### config.mk
export PLATFORM = sky130hd
export DESIGN_NAME = ps2_mouse_packet_decoder
export DESIGN_NICKNAME = d
export VERILOG_FILES = /design/src/hdl/ps2m_pkg.sv /design/src/hdl/ps2_mouse_packet_decoder.sv /design/src/hdl/ps2m_front.sv /design/src/hdl/ps2m_fifo.sv /design/src/hdl/ps2m_back.sv
export SDC_FILE = /design/constraint.sdc
export NUM_CORES = 1
export LEC_CHECK = 0
export BUFFER_PORTS_ARGS = -buffer_cell sky130_fd_sc_hd__buf_2
export CAP_MARGIN = 5
export CORE_UTILIZATION = 50
export DETAILED_ROUTE_END_ITERATION = 6
export PLACE_DENSITY = 0.69
export SETUP_SLACK_MARGIN = 0.3
export SYNTH_ARGS = -nofsm -noshare
export SYNTH_HDL_FRONTEND = slang
export SYNTH_SLANG_ARGS = --single-unit
### constraint.sdc
create_clock -name aclk -period 2.2 [get_ports aclk]
set_input_delay 0 -clock aclk [delete_from_list [all_inputs] [get_ports aclk]]
set_output_delay 0 -clock aclk [all_outputs]
set_load 0.01 [all_outputs]
### src/hdl/ps2m_pkg.sv
package ps2m_pkg;

    localparam logic [7:0] AUX_MASK     = 8'h20;
    localparam logic [1:0] PKT_LAST_POS = 2'd2;
    localparam int         BTN_COUNT    = 3;

    typedef enum logic [1:0] {
        EV_MOVE    = 2'd0,
        EV_PRESS   = 2'd1,
        EV_RELEASE = 2'd2
    } ev_kind_t;

    typedef struct packed {
        logic [7:0] controller_status;
        logic [7:0] data_byte;
    } ps2m_in_t;

    typedef struct packed {
        ev_kind_t           event_kind;
        logic [1:0]         button_number;
        logic signed [7:0]  move_x;
        logic signed [7:0]  move_y;
        logic               last_event;
    } ps2m_out_t;

    // One completed packet handed from the front end to the event sequencer.
    typedef struct packed {
        logic [7:0]           dx;
        logic [7:0]           dy;
        logic [BTN_COUNT-1:0] btn_new;
        logic [BTN_COUNT-1:0] btn_old;
    } ps2m_job_t;

endpackage

### src/hdl/ps2_mouse_packet_decoder.sv
// PS/2 mouse packet decoder. Takes one controller status/data beat per cycle
// while the packet queue has room; beats without the auxiliary status bit, or
// any beat while events_enabled is 0, are dropped. Every third mouse byte
// closes a packet and queues it; the event sequencer then issues 0 to 4 result
// beats (move, then button 1..3 changes), one per cycle unless m_ready stalls
// the output, with last_event on the final one; QUEUE_DEPTH packets can wait
// in between.
module ps2_mouse_packet_decoder #(
    parameter int QUEUE_DEPTH = 2
) (
    input  logic                aclk,
    input  logic                aresetn,
    input  logic                cfg_valid,
    output logic                cfg_ready,
    input  logic                cfg_data,
    input  logic                s_valid,
    output logic                s_ready,
    input  ps2m_pkg::ps2m_in_t  s_data,
    output logic                m_valid,
    input  logic                m_ready,
    output ps2m_pkg::ps2m_out_t m_data
);
    import ps2m_pkg::*;

    ps2m_job_t push_job;
    ps2m_job_t head_job;
    logic      q_push;
    logic      q_full;
    logic      q_pop;
    logic      q_empty;

    ps2m_front u_front (
        .aclk      (aclk),
        .aresetn   (aresetn),
        .cfg_valid (cfg_valid),
        .cfg_ready (cfg_ready),
        .cfg_data  (cfg_data),
        .s_valid   (s_valid),
        .s_ready   (s_ready),
        .s_data    (s_data),
        .q_full    (q_full),
        .q_push    (q_push),
        .q_job     (push_job)
    );

    ps2m_fifo #(
        .DEPTH (QUEUE_DEPTH)
    ) u_fifo (
        .aclk      (aclk),
        .aresetn   (aresetn),
        .push      (q_push),
        .push_data (push_job),
        .full      (q_full),
        .pop       (q_pop),
        .pop_data  (head_job),
        .empty     (q_empty)
    );

    ps2m_back u_back (
        .aclk    (aclk),
        .aresetn (aresetn),
        .q_job   (head_job),
        .q_empty (q_empty),
        .q_pop   (q_pop),
        .m_valid (m_valid),
        .m_ready (m_ready),
        .m_data  (m_data)
    );

endmodule

### src/hdl/ps2m_front.sv
module ps2m_front (
    input  logic                aclk,
    input  logic                aresetn,
    input  logic                cfg_valid,
    output logic                cfg_ready,
    input  logic                cfg_data,
    input  logic                s_valid,
    output logic                s_ready,
    input  ps2m_pkg::ps2m_in_t  s_data,
    input  logic                q_full,
    output logic                q_push,
    output ps2m_pkg::ps2m_job_t q_job
);
    import ps2m_pkg::*;

    logic                 en_reg;
    logic [1:0]           pos_reg;
    logic [7:0]           b0_reg;
    logic [7:0]           b1_reg;
    logic [BTN_COUNT-1:0] prev_reg;
    logic                 take;

    assign cfg_ready = 1'b1;
    assign s_ready   = !q_full;

    assign take   = s_valid && s_ready && en_reg
                    && ((s_data.controller_status & AUX_MASK) != 8'h00);
    assign q_push = take && (pos_reg == PKT_LAST_POS);

    always_comb begin
        q_job.dx      = b1_reg;
        q_job.dy      = s_data.data_byte;
        q_job.btn_new = b0_reg[BTN_COUNT-1:0];
        q_job.btn_old = prev_reg;
    end

    always_ff @(posedge aclk) begin
        if (!aresetn) begin
            en_reg   <= 1'b0;
            pos_reg  <= 2'd0;
            b0_reg   <= 8'h00;
            b1_reg   <= 8'h00;
            prev_reg <= '0;
        end else begin
            if (cfg_valid && cfg_ready) begin
                en_reg <= cfg_data;
            end
            if (take) begin
                if (pos_reg == PKT_LAST_POS) begin
                    pos_reg  <= 2'd0;
                    prev_reg <= b0_reg[BTN_COUNT-1:0];
                end else begin
                    if (pos_reg[0]) begin
                        b1_reg <= s_data.data_byte;
                    end else begin
                        b0_reg <= s_data.data_byte;
                    end
                    pos_reg <= pos_reg + 2'd1;
                end
            end
        end
    end

endmodule

### src/hdl/ps2m_fifo.sv
module ps2m_fifo #(
    parameter int DEPTH = 2
) (
    input  logic                aclk,
    input  logic                aresetn,
    input  logic                push,
    input  ps2m_pkg::ps2m_job_t push_data,
    output logic                full,
    input  logic                pop,
    output ps2m_pkg::ps2m_job_t pop_data,
    output logic                empty
);
    import ps2m_pkg::*;

    localparam int PW = (DEPTH > 1) ? $clog2(DEPTH) : 1;
    localparam int CW = $clog2(DEPTH + 1);
    localparam logic [PW-1:0] LAST_PTR = PW'(DEPTH - 1);
    localparam logic [CW-1:0] FULL_CNT = CW'(DEPTH);

    ps2m_job_t      slot_reg [DEPTH];
    logic [PW-1:0]  wr_reg;
    logic [PW-1:0]  rd_reg;
    logic [CW-1:0]  cnt_reg;
    logic           do_push;
    logic           do_pop;

    assign full     = (cnt_reg == FULL_CNT);
    assign empty    = (cnt_reg == '0);
    assign do_push  = push && !full;
    assign do_pop   = pop && !empty;
    assign pop_data = slot_reg[rd_reg];

    always_ff @(posedge aclk) begin
        if (do_push) begin
            slot_reg[wr_reg] <= push_data;
        end
    end

    always_ff @(posedge aclk) begin
        if (!aresetn) begin
            wr_reg  <= '0;
            rd_reg  <= '0;
            cnt_reg <= '0;
        end else begin
            if (do_push) begin
                wr_reg <= (wr_reg == LAST_PTR) ? '0 : wr_reg + PW'(1);
            end
            if (do_pop) begin
                rd_reg <= (rd_reg == LAST_PTR) ? '0 : rd_reg + PW'(1);
            end
            if (do_push && !do_pop) begin
                cnt_reg <= cnt_reg + CW'(1);
            end else if (do_pop && !do_push) begin
                cnt_reg <= cnt_reg - CW'(1);
            end
        end
    end

endmodule

### src/hdl/ps2m_back.sv
module ps2m_back (
    input  logic                aclk,
    input  logic                aresetn,
    input  ps2m_pkg::ps2m_job_t q_job,
    input  logic                q_empty,
    output logic                q_pop,
    output logic                m_valid,
    input  logic                m_ready,
    output ps2m_pkg::ps2m_out_t m_data
);
    import ps2m_pkg::*;

    // mask bit 0 = move event pending, bit i = button i change pending
    logic [BTN_COUNT:0]   mask_reg, mask_next;
    logic [7:0]           dx_reg;
    logic [7:0]           dy_reg;
    logic [BTN_COUNT-1:0] old_reg;
    logic                 m_valid_reg, m_valid_next;
    ps2m_out_t            m_data_reg, m_data_next;

    logic                 adv;
    logic                 emit;
    logic                 load;
    logic [BTN_COUNT:0]   pick;
    logic [BTN_COUNT:0]   rem;
    logic [BTN_COUNT:0]   job_mask;
    logic [BTN_COUNT-1:0] chg;

    assign m_valid = m_valid_reg;
    assign m_data  = m_data_reg;

    always_comb begin
        chg      = q_job.btn_new ^ q_job.btn_old;
        job_mask = {chg, (q_job.dx != 8'h00) || (q_job.dy != 8'h00)};

        adv  = !m_valid_reg || m_ready;
        emit = adv && (mask_reg != '0);
        pick = mask_reg & (~mask_reg + 1'b1);
        rem  = mask_reg & ~pick;
        load = !q_empty && ((mask_reg == '0) || (emit && (rem == '0)));
        q_pop = load;

        mask_next = mask_reg;
        if (load) begin
            mask_next = job_mask;
        end else if (emit) begin
            mask_next = rem;
        end

        m_valid_next = m_valid_reg;
        m_data_next  = m_data_reg;
        if (adv) begin
            m_valid_next = emit;
        end
        if (emit) begin
            m_data_next.event_kind    = EV_MOVE;
            m_data_next.button_number = 2'd0;
            m_data_next.move_x        = '0;
            m_data_next.move_y        = '0;
            m_data_next.last_event    = (rem == '0);
            if (pick[0]) begin
                m_data_next.move_x = dx_reg;
                m_data_next.move_y = 8'(8'h00 - dy_reg);
            end else if (pick[1]) begin
                m_data_next.event_kind    = old_reg[0] ? EV_RELEASE : EV_PRESS;
                m_data_next.button_number = 2'd1;
            end else if (pick[2]) begin
                m_data_next.event_kind    = old_reg[1] ? EV_RELEASE : EV_PRESS;
                m_data_next.button_number = 2'd2;
            end else begin
                m_data_next.event_kind    = old_reg[2] ? EV_RELEASE : EV_PRESS;
                m_data_next.button_number = 2'd3;
            end
        end
    end

    always_ff @(posedge aclk) begin
        if (load) begin
            dx_reg  <= q_job.dx;
            dy_reg  <= q_job.dy;
            old_reg <= q_job.btn_old;
        end
        m_data_reg <= m_data_next;
    end

    always_ff @(posedge aclk) begin
        if (!aresetn) begin
            mask_reg    <= '0;
            m_valid_reg <= 1'b0;
        end else begin
            mask_reg    <= mask_next;
            m_valid_reg <= m_valid_next;
        end
    end

endmodule

After elaboration in Yosys (flattened, before gate mapping)
Memory sizes are Yosys's and may differ from the RTL's. A register that Yosys moved wholly into a read port is not among the register bits.
Index checks and enable logic that the tools add are counted.
- $add $sub $neg: 7
- equal/unequal tests: 2
- mux-type cells: 16
- bitwise gates (word level): 7
- reduce and logical (&&, ||, !) cells: 31
- operators by type and width (cell ; number):
    $mux 4 ; 4
    $reduce_bool 8->1 ; 2
    $mux 2 ; 6
    $logic_and 1x1->1 ; 11
    $and 4x4->4 ; 2
    $logic_not 4->1 ; 2
    $not 4->4 ; 2
    $sub 1x8->8 const A ; 1
    $mux 1 ; 6
    $reduce_and 3->1 ; 2
    $logic_not 1->1 ; 5
    $add 2x1->2 const B ; 2
    $add 4x1->4 const B ; 1
    $eq 2x2->1 const B ; 2
    $reduce_bool 2->1 ; 2
    $reduce_bool 4->1 ; 1
    $logic_or 1x1->1 ; 3
    $xor 3x3->3 ; 1
    $add 1x1->1 const B ; 2
    $logic_not 2->1 ; 1
    $not 1->1 ; 2
    $reduce_and 2->1 ; 1
    $reduce_or 2->1 ; 1
    $sub 2x1->2 const B ; 1
- register bits after elaboration: 66
- memory bits (writable): 44
- output and inout port bits: 24
- logic and storage cells: 83
- memories kept: 1
- memories (name ; words ; bits a word ; read ports ; clocked after Yosys merged registers in ; wr ports ; RTL line ; text):
    u_fifo.slot_reg ; 2 ; 22 ; 1 ; 1 ; 1 ; ps2m_fifo.sv:20 ; ps2m_job_t slot_reg [DEPTH];

Depth between registers and ports, before layout
- depth after elaboration: 13
- gate-level depth with buffers: 7

By module
Synthesis repeated with hierarchy kept, for this count alone.
- cells, all modules: 299
- area, all modules: 4420.5 um^2
- by module, submodules not included (module ; instances ; cells each ; area an instance (um^2)):
    ps2m_back ; 1 ; 125 ; 1843.0
    ps2m_fifo ; 1 ; 93 ; 1813.0
    ps2m_front ; 1 ; 81 ; 764.5

Least setup slack after synthesis
OpenSTA, ideal clock, no wires.
- kind: reg-to-reg
- start: register u_front.en_reg
- end: memory u_fifo.slot_reg[0][0] (netlist name), enable pin
- setup time: 403 ps
- arrival time: 2042 ps
- data required time: 1797 ps
- setup slack: -246 ps
- cell stages (with the launch flop): 4
- path buffers: 0
- clock period less this slack: 2446 ps
- path through: dfxtp_1 nand3_1 nor4b_4 nor2b_1
- word-level cells in the longest chain between the ends: 6
- RTL lines (element ; RTL line ; text):
    from (decl) ; ps2m_front.sv:16 ; logic en_reg;
    from (signal assigned) ; ps2m_front.sv:46 ; en_reg <= cfg_data;
    $logic_and 1x1->1 ; ps2m_front.sv:26 ; assign take = s_valid && s_ready && en_reg
    $logic_and 1x1->1 ; ps2m_front.sv:27 ; && ((s_data.controller_status & AUX_MASK) != 8'h00);
    $logic_and 1x1->1 ; ps2m_front.sv:28 ; assign q_push = take && (pos_reg == PKT_LAST_POS);
    $logic_and 1x1->1 ; ps2m_fifo.sv:29 ; assign do_push = push && !full;
    net u_fifo.do_push ; ps2m_fifo.sv:24 ; logic do_push;
    $mux 1 ; ps2m_fifo.sv:34 ; if (do_push) begin
    $mux 1 (implied by the code) ; ps2m_fifo.sv:35 ; slot_reg[wr_reg] <= push_data;
    to (decl) ; ps2m_fifo.sv:20 ;
The timed path passes the listed nets, and every way through them passes these cells.

Final worst setup path
- start: register u_back.m_valid_reg, in the netlist u_back.m_valid
- end: register u_fifo.cnt_reg[1]
- word-level cells in the longest chain between the ends: 10
- elaborated cells on any way between the ends: 12
- those cells by class: 1 x mux; 11 x reduce/logical
- RTL lines (element ; RTL line ; text):
    from (decl) ; ps2m_back.sv:18 ; logic m_valid_reg, m_valid_next;
    from (signal assigned) ; ps2m_back.sv:92 ; m_valid_reg <= m_valid_next;
    $logic_not 1->1 * ; ps2m_back.sv:36 ; adv = !m_valid_reg || m_ready;
    $logic_or 1x1->1 * ; ps2m_back.sv:36 ;
    $logic_and 1x1->1 * ; ps2m_back.sv:37 ; emit = adv && (mask_reg != '0);
    $logic_and 1x1->1 * ; ps2m_back.sv:40 ; load = !q_empty && ((mask_reg == '0) || (emit && (rem == '0)));
    $logic_or 1x1->1 * ; ps2m_back.sv:40 ;
    $logic_and 1x1->1 * ; ps2m_back.sv:40 ;
    $logic_and 1x1->1 * ; ps2m_fifo.sv:30 ; assign do_pop = pop && !empty;
    $logic_not 1->1 ; ps2m_fifo.sv:51 ; if (do_push && !do_pop) begin
    $logic_and 1x1->1 ; ps2m_fifo.sv:51 ;
    $mux 2 / $reduce_bool 2->1 (equally long branches) ; n/a ;
    to (signal assigned) ; ps2m_fifo.sv:52 ; cnt_reg <= cnt_reg + CW'(1);
    to (signal assigned) ; ps2m_fifo.sv:54 ; cnt_reg <= cnt_reg - CW'(1);
    to (decl) ; ps2m_fifo.sv:23 ; logic [CW-1:0] cnt_reg;
Mark *: on every way between the ends. The rest lies on a longest branch, timed or not.
A chain may end at the register's enable or synchronous reset.

==> metrics <==
Mapped Cells=289; pwr/cell area=1090 mW/mm2; hold depth=5; drt first pass iters=4; Post-synth top flop=edfxtp_1; maximum achievable frequency=543.0 MHz; Die H=95.12 um; post-DR wirelength/cell=14.55 um; FF-to-FF path depth=6; crit end category=flop; Slew HR=49.60%; Cell Count, Final, Fillers Out=460; Max-Cap Viols=0; Chip Width=95.12 um; CTS buffer count=9; largest net degree at the start of global routing=23; YS warnings=0; status=complete, no violations; vias in the first global route=2226; RSZ-0062 raised after global routing=true; worst min-delay path category=in -> reg; GRT Util Overall=16.31%; std cell rows=33; setup_tns=0 ns; first-pass GRT wire length=10.84 mm; final core utilization=61.19%; Worst Hold Path EP=u_front.pos_reg[1]$_SDFFE_PN0N_; Final Power=5.535 mW; post-DP HPWL=4.516 mm; critical path class=reg -> reg; CTS root buffer=clkbuf_8; core box area=0.008299 mm2; Post-Syn Area=0.004335 mm2; Post-synth EDFFs=84; final period utilization=83.71%; CP Max Fanout=5; CTS tree=done; r2r setup slk=0.36 ns; cell leakage power=1.919 nW; Remaining DRCs=0; critical path launch point type=flop; Post-Place Cells=428; I/O pin cnt=46; initial antenna violation count=0; Antenna Nets Post-Route=0; clock buffer depth=2; total grt overflow=0; Fill cells=647; Setup Viol. Count Final=0; number of flip-flops in the largest register=44; Layout Skew=0.01356 ns; Syn Nets=313; die area=0.009047 mm2; share of post-route cells with drive strength above 1=28.73%; Fin. Hold Viols=0; register area share after synthesis=70.65%; clock transition at the registers of the reported paths=0.10 ns; VDD IR-drop max=0.0004317 V; buffers added on ports=37; area grow syn2layout=17.14%; Yosys reg bits=111; worst-margin pin slew=0.7552 ns; critical path arrival=2.13 ns; crit path time final=1.842 ns; Avg Cell Area, Syn=15.00 um2; nets=374; antenna fix cells=0; post-synthesis cell type count=41; Worst R2R Start=u_back.m_valid$_SDFFE_PN0P_; via count=2357; Initial Utilization=52.24%; clock sinks=111; clock latency on the worst-skew pair=0.37 ns; Pins Over Slew Limit=0; asr flop ratio synth=0%; r2r endpoint=u_fifo.cnt_reg[1]$_SDFFE_PN0P_; htree depth=3; Initial DRC Count=73; CP required=2.49 ns; min-delay src=s_data[13]; routed vias/inst=5.124; GPL Wtd Cong=0.7692; final WL=6.695 mm
-- cell families after synthesis --
logic type | Yosys count | synth area share [%]
simple gates | 85 | 11.46
mux | 40 | 9.784
fa+ha+maj | 3 | 0.8080
other cells | 1 | 0.08650
compound gates | 23 | 3.665
buf+inv | 17 | 1.732
flops | 111 | 70.65
xor+xnor | 9 | 1.818
-- metrics by stage --
stage,cell area [um2],hold slack [ns],setup WS [ns]
4_1_cts,5056,0.1847,0.3085
3_3_place_gp,4695,0.2069,0.1470
6_report,5079,0.09835,0.3583
3_5_place_dp,4695,0.2107,0.1288
2_1_floorplan,4345,0.09887,0.2768
5_1_grt,5079,0.1165,0.2795
-- routing by layer --
metal  GRT usage [%]  part of all wire (%)  vias to the layer above
li1                -                     -                     1183
met1           21.49                    47                     1119
met2           26.13                    48                       46
met3           3.349                   3.3                        9
met4           7.197                   1.4                        0
met5               0                     0                        -
-- synthesized netlist by cell type, types with 2 or more instances --
cell / n / area share, %
mux2i_1: 21 / 4.8
edfxtp_1: 84 / 58
inv_1: 5 / 0.43
nor2b_1: 2 / 0.29
nor2_1: 27 / 2.3
o21ai_0: 5 / 0.58
nand4_1: 2 / 0.29
clkbuf_1: 4 / 0.35
nor4_1: 6 / 0.87
o211ai_1: 2 / 0.35
a21oi_1: 9 / 1.0
buf_2: 6 / 0.69
xnor2_1: 6 / 1.2
or3_1: 2 / 0.29
mux2_2: 19 / 4.9
and2_1: 14 / 2.0
dfxtp_1: 27 / 12
nor3_1: 5 / 0.58
a2111oi_2: 2 / 0.69
nand2_1: 6 / 0.52
xor2_1: 3 / 0.61
o21a_1: 2 / 0.35
nor4b_1: 2 / 0.40
ha_1: 2 / 0.58
nand2b_1: 7 / 1.0
and3_1: 3 / 0.43
nand3_1: 2 / 0.23
-- area by class of cell --
type                       count  area (um2)  share of cell area (%)
multi-input combinational    161        1251                   24.64
timing repair buffer          61       420.4                   8.278
clock inverter                 7       61.31                   1.207
inverter                       6       22.52                  0.4435
tap                          105       131.4                   2.587
sequential                   111        3068                   60.41
clock buffer                   9       123.9                   2.439
-- worst max-delay path: stages, from the launching register on --
cell,delay [ns]
dfxtp_2,0.34
nor2b_4,0.27
a2111oi_4,0.11
o31ai_2,0.27
ha_1,0.31
or3_1,0.35
a21oi_1,0.13
-- worst max path at each step --
stage	startpoint	to	slack [ns]
2_1_floorplan	u_back.m_valid$_SDFFE_PN0P_	u_fifo.cnt_reg[1]$_SDFFE_PN0P_	0.28
3_3_place_gp	u_back.mask_reg[1]$_SDFFE_PN0P_	u_fifo.cnt_reg[1]$_SDFFE_PN0P_	0.15
3_5_place_dp	u_back.mask_reg[1]$_SDFFE_PN0P_	u_fifo.cnt_reg[1]$_SDFFE_PN0P_	0.13
4_1_cts	u_back.mask_reg[3]$_SDFFE_PN0P_	u_fifo.cnt_reg[1]$_SDFFE_PN0P_	0.31
5_1_grt	u_back.m_valid$_SDFFE_PN0P_	u_fifo.cnt_reg[1]$_SDFFE_PN0P_	0.28
6_report	u_back.m_valid$_SDFFE_PN0P_	u_fifo.cnt_reg[1]$_SDFFE_PN0P_	0.36
-- report_power, final --
part,total [mW],switching [mW],internal (mW)
combinational,1.38,0.759,0.623
sequential,3.02,0.218,2.80
clock,1.14,0.703,0.434
total,5.53,1.68,3.86
-- repair_timing --
| action | CTS | global route |
|---|---|---|
| hold buffers | 12 | 0 |
| pin swaps | 2 | 6 |
| resized for setup | 3 | 5 |
| setup endpoints to repair | 1 | 59 |
| buffers inserted | 4 | 0 |
| endpoints found under the hold margin | 34 | 0 |
-- cell usage in the layout (no fill, tap or decap), types with 2 or more instances in the layout --
master / count
and2_1: 13
mux2i_1: 21
clkinvlp_4: 2
inv_6: 3
and3_1: 3
ha_1: 2
nor2_1: 27
dfxtp_2: 4
xnor2_1: 6
o211ai_1: 2
edfxtp_1: 84
or3_1: 2
inv_1: 5
o21ai_0: 5
nor2b_4: 2
nand2_1: 6
nand4_1: 2
dfxtp_1: 23
clkbuf_8: 9
a2111oi_4: 2
buf_12: 2
nor3_1: 5
nor4_4: 2
mux2_2: 19
a21oi_1: 9
dlygate4sd3_1: 12
nand2b_1: 7
buf_4: 10
nor4_1: 5
xor2_1: 3
nor4b_1: 2
buf_2: 37
o21a_1: 2
Note: power is estimated with default switching activity, not from simulation.
